===== src/rtl/bat_pkg.sv =====
// Shared types and constants for the breakpoint address table.
package bat_pkg;

  localparam int unsigned Depth   = 16;
  localparam int unsigned CntW    = $clog2(Depth + 1);
  localparam int unsigned IdxW    = (Depth > 1) ? $clog2(Depth) : 1;
  localparam int unsigned AddrW   = 32;
  localparam int unsigned EntCntW = 5;

  typedef enum logic [1:0] {
    REQ_ADD    = 2'd0,
    REQ_REMOVE = 2'd1,
    REQ_TOGGLE = 2'd2,
    REQ_QUERY  = 2'd3
  } req_type_e;

  typedef struct packed {
    logic [1:0]       req_type;
    logic [AddrW-1:0] address;
  } bat_req_t;

  typedef struct packed {
    logic               hit;
    logic               changed;
    logic [EntCntW-1:0] entry_count;
  } bat_rsp_t;

  // Controller to datapath commands.
  typedef struct packed {
    logic load;
    logic commit;
  } bat_cmd_t;

endpackage


===== src/rtl/bat_ctrl.sv =====
// Sequencing controller: accept, execute and hand-off of one word at a time.
module bat_ctrl import bat_pkg::*; (
  input  logic     clk_i,
  input  logic     rst_ni,
  input  logic     in_valid_i,
  output logic     in_ready_o,
  output logic     out_valid_o,
  input  logic     out_ready_i,
  output bat_cmd_t cmd_o
);

  typedef enum logic {
    ST_IDLE,
    ST_EXEC
  } state_e;

  state_e state_q;
  logic   out_valid_q;
  logic   commit;

  assign in_ready_o  = (state_q == ST_IDLE);
  assign commit      = (state_q == ST_EXEC) && (!out_valid_q || out_ready_i);
  assign cmd_o.load   = in_valid_i && in_ready_o;
  assign cmd_o.commit = commit;
  assign out_valid_o  = out_valid_q;

  always_ff @(posedge clk_i or negedge rst_ni) begin
    if (!rst_ni) begin
      state_q     <= ST_IDLE;
      out_valid_q <= 1'b0;
    end else begin
      case (state_q)
        ST_IDLE: begin
          if (in_valid_i) begin
            state_q <= ST_EXEC;
          end
          if (out_ready_i) begin
            out_valid_q <= 1'b0;
          end
        end
        ST_EXEC: begin
          // Hold until the output register is free.
          if (commit) begin
            state_q     <= ST_IDLE;
            out_valid_q <= 1'b1;
          end
        end
        default: begin
          state_q     <= ST_IDLE;
          out_valid_q <= 1'b0;
        end
      endcase
    end
  end

endmodule


===== src/rtl/bat_datapath.sv =====
// Entry registers, parallel comparators, compaction shift and result register.
module bat_datapath import bat_pkg::*; (
  input  logic     clk_i,
  input  logic     rst_ni,
  input  bat_cmd_t cmd_i,
  input  bat_req_t req_i,
  output bat_rsp_t rsp_o
);

  bat_req_t         req_q;
  logic [AddrW-1:0] addr_q [Depth];
  logic [Depth-1:0] en_q;
  logic [CntW-1:0]  count_q;
  logic [CntW-1:0]  count_d;
  bat_rsp_t         rsp_q;

  logic [Depth-1:0] live;
  logic [Depth-1:0] match;
  logic [IdxW-1:0]  first_idx;
  logic             hit;
  logic             any_match;
  logic             full;
  logic             do_add;
  logic             do_rem;
  logic             add_ok;
  logic             rem_ok;

  always_comb begin
    for (int i = 0; i < Depth; i++) begin
      live[i]  = (CntW'(i) < count_q);
      match[i] = live[i] && (addr_q[i] == req_q.address);
    end
  end

  // Lowest matching slot.
  always_comb begin
    first_idx = '0;
    for (int i = Depth - 1; i >= 0; i--) begin
      if (match[i]) begin
        first_idx = IdxW'(i);
      end
    end
  end

  assign hit       = |(match & en_q);
  assign any_match = |match;
  assign full      = (count_q == CntW'(Depth));

  always_comb begin
    do_add = 1'b0;
    do_rem = 1'b0;
    case (req_type_e'(req_q.req_type))
      REQ_ADD:    do_add = 1'b1;
      REQ_REMOVE: do_rem = 1'b1;
      REQ_TOGGLE: begin
        do_rem = hit;
        do_add = !hit;
      end
      REQ_QUERY:  ;
      default:    ;
    endcase
  end

  assign add_ok = do_add && !full;
  assign rem_ok = do_rem && any_match;

  always_comb begin
    count_d = count_q;
    if (add_ok) begin
      count_d = count_q + CntW'(1);
    end else if (rem_ok) begin
      count_d = count_q - CntW'(1);
    end
  end

  always_ff @(posedge clk_i or negedge rst_ni) begin
    if (!rst_ni) begin
      count_q <= '0;
    end else if (cmd_i.commit) begin
      count_q <= count_d;
    end
  end

  always_ff @(posedge clk_i) begin
    if (cmd_i.load) begin
      req_q <= req_i;
    end
    if (cmd_i.commit) begin
      rsp_q.hit         <= hit;
      rsp_q.changed     <= add_ok || rem_ok;
      rsp_q.entry_count <= EntCntW'(count_d);
      // Shift later entries down over the removed slot.
      for (int j = 0; j < Depth - 1; j++) begin
        if (rem_ok && (IdxW'(j) >= first_idx)) begin
          addr_q[j] <= addr_q[j+1];
          en_q[j]   <= en_q[j+1];
        end
      end
      // Append at the first free slot.
      for (int j = 0; j < Depth; j++) begin
        if (add_ok && (CntW'(j) == count_q)) begin
          addr_q[j] <= req_q.address;
          en_q[j]   <= 1'b1;
        end
      end
    end
  end

  assign rsp_o = rsp_q;

endmodule


===== src/rtl/breakpoint_address_table.sv =====
// Top level of the breakpoint address table: controller plus datapath.
// Usage:
//   Input channel (in_valid_i / in_ready_o / in_req_i) carries one request
//   word: a request type (add, remove, toggle, query) and a 32-bit address
//   or program counter.
//   Output channel (out_valid_o / out_ready_i / out_rsp_o) returns one word
//   per request: hit (an enabled entry matched before the request),
//   changed (the table was modified) and the entry count afterwards.
// Timing:
//   A request is taken while the controller is idle and executed in the
//   execute state, where all slots are compared in parallel and the add,
//   or the compaction shift of a remove, is written. The response is
//   registered when that execution commits. No new request is accepted
//   until the current one has been executed, as set by the accept/execute
//   sequence of the controller.
// Stall:
//   The output register holds its word until taken. A new request is still
//   accepted while it waits; its execution then holds until the output
//   register is free, and no further request is taken meanwhile.
// Reset:
//   rst_ni clears the entry count and the handshake state; slot contents
//   are only read below the count and need no clearing.
module breakpoint_address_table import bat_pkg::*; (
  input  logic     clk_i,
  input  logic     rst_ni,
  input  logic     in_valid_i,
  output logic     in_ready_o,
  input  bat_req_t in_req_i,
  output logic     out_valid_o,
  input  logic     out_ready_i,
  output bat_rsp_t out_rsp_o
);

  bat_cmd_t cmd;

  // Sequence accept and commit.
  bat_ctrl u_ctrl (
    .clk_i       (clk_i),
    .rst_ni      (rst_ni),
    .in_valid_i  (in_valid_i),
    .in_ready_o  (in_ready_o),
    .out_valid_o (out_valid_o),
    .out_ready_i (out_ready_i),
    .cmd_o       (cmd)
  );

  // Hold the table and compute each response.
  bat_datapath u_datapath (
    .clk_i  (clk_i),
    .rst_ni (rst_ni),
    .cmd_i  (cmd),
    .req_i  (in_req_i),
    .rsp_o  (out_rsp_o)
  );

endmodule

===== config.mk =====
export PLATFORM = sky130hd
export DESIGN_NAME = breakpoint_address_table
export DESIGN_NICKNAME = d
export VERILOG_FILES = /design/src/rtl/bat_pkg.sv /design/src/rtl/bat_ctrl.sv /design/src/rtl/bat_datapath.sv /design/src/rtl/breakpoint_address_table.sv
export SDC_FILE = /design/constraint.sdc
export NUM_CORES = 1
export LEC_CHECK = 0
export BUFFER_PORTS_ARGS = -buffer_cell sky130_fd_sc_hd__buf_2
export CORE_ASPECT_RATIO = 0.75
export CORE_MARGIN = 1.5
export CORE_UTILIZATION = 30
export DETAILED_ROUTE_END_ITERATION = 7
export PLACE_DENSITY = 0.44
export SLEW_MARGIN = 20
export SYNTH_ARGS = -nofsm -noshare
export SYNTH_HDL_FRONTEND = slang
export SYNTH_SLANG_ARGS = --single-unit

===== constraint.sdc =====
create_clock -name clk_i -period 7.1 [get_ports clk_i]
set_input_delay 0.355 -clock clk_i [delete_from_list [all_inputs] [get_ports clk_i]]
set_output_delay 0.355 -clock clk_i [all_outputs]
set_load 0.02 [all_outputs]

After elaboration in Yosys (flattened, before gate mapping). Memories as Yosys holds them, arrays and structs flattened. Cells that the tools add are included.

Equality and inequality tests: 36. Bitwise logic cells: 16. Reductions and logical operators: 61. $lt $le $gt $ge: 31. Mux-type cells: 137. Add/subtract/negate cells: 2.

Operators with widths (number): $eq A32 B32 Y1 (16); $mux W32 (16); $mux W1 (98); $mux W4 (17); $logic_and A1 B1 Y1 (51); $eq A4 B5 Y1 const A (8); $lt A4 B5 Y1 const A (8); $reduce_or A32 Y1 (1); $ge A4 B4 Y1 const A (7); $eq A3 B5 Y1 const A (4); $lt A3 B5 Y1 const A (4); $ge A3 B4 Y1 const A (4); $reduce_or A16 Y1 (1); $or A1 B1 Y1 (15); $eq A2 B5 Y1 const A (2); $lt A1 B5 Y1 const A (2); $lt A2 B5 Y1 const A (2); $mux W5 (2); $ge A1 B4 Y1 const A (2); $ge A2 B4 Y1 const A (2); $pmux W1 S2 (4); $add A5 B1 Y5 const B (1); $eq A1 B5 Y1 const A (1); $eq A5 B5 Y1 const B (1); 10 further kinds (14).

Word-level logic and storage cells: 292. Memory bits (writable): 512. Register bits after elaboration: 48. Memories kept: 1. Bits of input ports: 38. Output and inout bits: 9.

Memories: u_datapath.addr_q (depth 16, width 32, rd ports 16, clocked after memory_dff 0, wr ports 15, RTL line bat_datapath.sv:11) `logic [AddrW-1:0] addr_q [Depth];`.

Depth between registers and ports, before layout. An unclocked memory read counts as a cell.

Depth in word-level cells: 26. Depth in mapped cells: 17. Gate-level depth less buffers: 11.

Hierarchy. From an unflattened synthesis, not the netlist that was laid out.

Cell total of the unflattened synthesis: 2602. Area, all modules: 33209.4 µm².

By module, submodules not included: bat_datapath (sequential area each 16731.0 µm², cells each 2593, area an instance 33108.0 µm², instances 1); bat_ctrl (sequential area each 50.0 µm², cells each 9, area an instance 101.3 µm², instances 1).

Least setup slack after synthesis. OpenSTA, ideal clock, no wires.

Kind: reg2reg. Start point: register u_datapath.req_q[14] (netlist name). End point: memory u_datapath.addr_q[2][0] (enable). Data required time: 6.634 ns. Path buffers: 2. Path slack: 1.740 ns. Period minus slack after synthesis: 5.360 ns. Library setup time: 0.466 ns. Arrival: 4.894 ns. Cell stages (with the launch flop): 13. Cell sequence: edfxtp_1 -> buf_4 -> xor2_1 -> nand4b_1 -> or4b_4 -> nor4_4 -> nand2b_1 -> a311o_1 -> o211a_2 -> nand2_1 -> clkbuf_1 -> inv_1 -> o21ai_0.

RTL lines: start, declared (RTL line bat_datapath.sv:10) `bat_req_t req_q;`; start signal, assigned (RTL line bat_datapath.sv:86) `req_q <= req_i;`; end, declared (RTL line bat_datapath.sv:11).

==> flow_metrics.py <==
metrics = {
    "min_path": {
        "hold_path.class": "primary input to flip-flop",
    },
    "sta": {
        "post-route-period-util_pct": 81.61,
        "finalSetupViolations": 0,
        "period_minus_slack_ns": 5.794,
        "maxSlewHeadroom_pct": 17.65,
        "max_freq_ghz": 0.1726,
        "tightest_slew_ns": 1.220,
        "report.final.hold_viol_count": 0,
        "rsz0062_at_grt": "false",
        "final-max-slew-violation-count": 0,
        "setup_tns_ns": 0,
        "fin_skew_ns": 0.03072,
    },
    "logic_synthesis": {
        "synth_enable_flop_cells": 553,
        "synth_area_leaders": "edfxtp_1 (48%), xnor2_1 (7.1%), mux2_4 (6.3%), xor2_1 (6.0%), mux2_2 (5.7%)",
        "yosys-top-cells-count": "edfxtp_1 (553), xnor2_1 (278), xor2_1 (235)",
        "yosys_warnings": 0,
        "synth_most_common_cell": "edfxtp_1",
        "syn_inst": 2872,
        "postSynthAreaPerCell_um2": 12.02,
        "synth_ff_type": "edfxtp_1",
        "synth_cell_type_count": 78,
        "synth_top_area_share_pct": 48.10,
        "synthesis.area_mm2": 0.03452,
        "syn_nets": 2918,
        "async_flop_share_pct": 1.250,
        "yosys.area.top_type": "edfxtp_1",
        "synth_seq_cells": 560,
        "ys_seq_area_share_pct": 48.61,
    },
    "detailed_routing": {
        "avgViaCountPerCell": 5.565,
        "finalWirelength_mm": 134.6,
        "drc": 0,
        "drt_iter0_drc": 2781,
        "routedWlPerCell_um": 30.38,
        "detail-route-antenna-nets": 0,
        "first_pass_iters": 5,
        "via_count": 24650,
    },
    "place": {
        "hpwlAfterDp_mm": 95.50,
        "gp_congestion": 0.9389,
        "portBuffers": 46,
        "place_area_mm2": 0.03604,
    },
    "global_route": {
        "overflow": 0,
        "grt_usage_pct": 22.50,
        "grt_start_max_net_pins": 138,
        "first_global_vias": 23700,
        "grt_pass1_wl_mm": 189.7,
        "grt_antenna_before_repair": 5,
    },
    "cts": {
        "cts_tree": "yes",
        "numCtsBuffers": 67,
        "cts_buffer_depth": 3,
        "root_buffer": "clkbuf_16",
        "clkTransAtPathRegs_ns": 0.06,
        "cts-resized-gates": 0,
        "cts_num_sinks": 560,
        "clk_latency_ns": 0.65,
        "htreeDepth": 3,
    },
    "critical_path": {
        "r2r_setup_slack_ns": 1.31,
        "reg2regPathDepth": 12,
        "worstSetupEndpointType": "flip-flop",
        "reg2reg_from": "u_datapath.req_q[7]$_DFFE_PP_",
        "crit_required_ns": 7.39,
        "cp-startpoint": "u_datapath.req_q[7]$_DFFE_PP_",
        "arrival_ns": 6.09,
        "worstSetupPathType": "flip-flop to flip-flop",
        "cp_max_fo": 36,
        "regToRegEndpoint": "u_datapath.addr_q[14][7]$_DFFE_PP_",
        "critPathLaunchType": "flip-flop",
        "cp-endpoint": "u_datapath.addr_q[14][7]$_DFFE_PP_",
    },
    "run": {
        "max_cap_viol_count": 0,
    },
    "floorplanning": {
        "pin_count": 47,
        "start_util_pct": 30.34,
        "fp-row-count": 107,
        "die_x_um": 394.7,
        "die_h_um": 296.8,
        "fp.coreArea_mm2": 0.1138,
        "die_area_mm2": 0.1171,
    },
    "final_layout": {
        "design_area_mm2": 0.03842,
        "nets": 2907,
        "syn_to_final_growth_pct": 11.29,
        "drive_gt1_share_pct": 20.70,
    },
    "pwr": {
        "peakVddDrop_mv": 0.1652,
        "p_per_area_mw_per_mm2": 258.1,
        "p_leak_nw": 12.77,
    },
    "status": {
        "run_status": "finished clean",
    },
}
==> area by class of cell <==
cell class | instances | area [um^2]
Clock buffer | 85 | 1807
Tap cell | 1526 | 1909
Timing Repair Buffer | 186 | 1496
Clock inverter | 26 | 207.7
Antenna cell | 1 | 2.502
Sequential cell | 560 | 16780
Multi-Input combinational cell | 2003 | 16060
Inverter | 43 | 161.4
Fill cell | 11300 | 75380
==> flip-flops by register name (all words and copies together), names as in the netlist <==
signal,cells
u_datapath.addr_q,512
u_datapath.req_q,34
u_datapath.rsp_o,7
u_datapath.count_q,5
u_ctrl.out_valid_o,1
u_ctrl.state_q,1
==> worst min-delay path by stage <==
stage	start	end	depth (start not counted)
3_3_place_gp	rst_ni	u_ctrl.out_valid_o$_DFFE_PN0P_	1
5_1_grt	out_ready_i	u_ctrl.out_valid_o$_DFFE_PN0P_	3
2_1_floorplan	rst_ni	u_ctrl.out_valid_o$_DFFE_PN0P_	0
3_5_place_dp	rst_ni	u_ctrl.out_valid_o$_DFFE_PN0P_	1
4_1_cts	out_ready_i	u_ctrl.out_valid_o$_DFFE_PN0P_	3
6_report	out_ready_i	u_ctrl.out_valid_o$_DFFE_PN0P_	3
==> stage by stage <==
step                utilization [%]  std cells  setup WS, ns  hold slack [ns]  total power [W]
floorplan                         -       2872         1.740          0.05941         0.005579
global placement              31.65       4281         1.326           0.2402         0.006556
detailed placement            31.67       4282         1.413           0.2454         0.006533
CTS                           33.76       4429         1.381        0.0004316         0.009930
global route                  33.76       4429         1.073          0.03953          0.01023
finish                        33.76       4430         1.306          0.03433         0.009916
==> cells by family (layout without fill, tap and decap cells) <==
logic type,count (synthesis),count (layout),share of synthesized area [%]
and+or+nand+nor,861,861,13.54
DFF,560,560,48.61
xor gates and xnor gates,513,513,13.01
muxes,385,385,14.15
buffers and inverters,309,340,5.179
AOI/OAI and AO/OA,236,236,5.223
adders and majority gates,8,8,0.2900
other,0,1,0
==> repair_timing <==
| action | in CTS | in global routing |
|---|---|---|
| hold endpoints to repair | 42 | 0 |
| hold buffers | 36 | 0 |
| setup buffers | 0 | 0 |
==> layout by cell type (no fill, tap or decap), types with 14 or more instances in the layout <==
master           n
nand4_1        144
edfxtp_1       553
buf_2           46
mux2_4         146
inv_1           42
and3_1          37
nor4_1         110
mux2_1          64
o221ai_1        33
a221oi_1        32
xnor2_1        278
clkbuf_1        14
nand2_1        211
nor3_1          30
mux2_2         175
nor2_1          69
xor2_1         235
a21oi_1         32
a31o_1          31
nor4b_1         16
a41oi_1         27
dlygate4sd3_1   36
o21ai_0         34
buf_4           94
nand3_1        167
clkbuf_16       69
==> power breakdown <==
part | internal, W | switching [W] | total (W) | leakage [nW]
Clock | 0.00190 | 0.00146 | 0.00336 | 0.990
Sequential | 0.00385 | 0.000276 | 0.00412 | 5.06
Combinational | 0.000770 | 0.00166 | 0.00243 | 6.71
==> worst max-delay path, cell delays in order (launching register included) <==
cell and delay, ns:
edfxtp_1 0.85, buf_4 0.45, xor2_1 0.21, nor4_1 0.31, nand4_1 0.16, nor3_1 0.83
nor2_1 0.26, nand4_1 0.17, buf_4 0.40, or2_2 0.66, o21ai_1 0.11, nand2_1 0.43
buf_4 0.50
==> metal layers <==
| metal | track usage (%) | share of wire, % | wire, um |
|---|---|---|---|
| met5 | 0 | 0.040 | 54 |
| met4 | 4.414 | 1.9 | 2621 |
| met3 | 6.808 | 9.5 | 12770 |
| met2 | 29.54 | 39 | 52310 |
| met1 | 35.41 | 50 | 66840 |
Note: power is estimated with default switching activity, not from simulation.
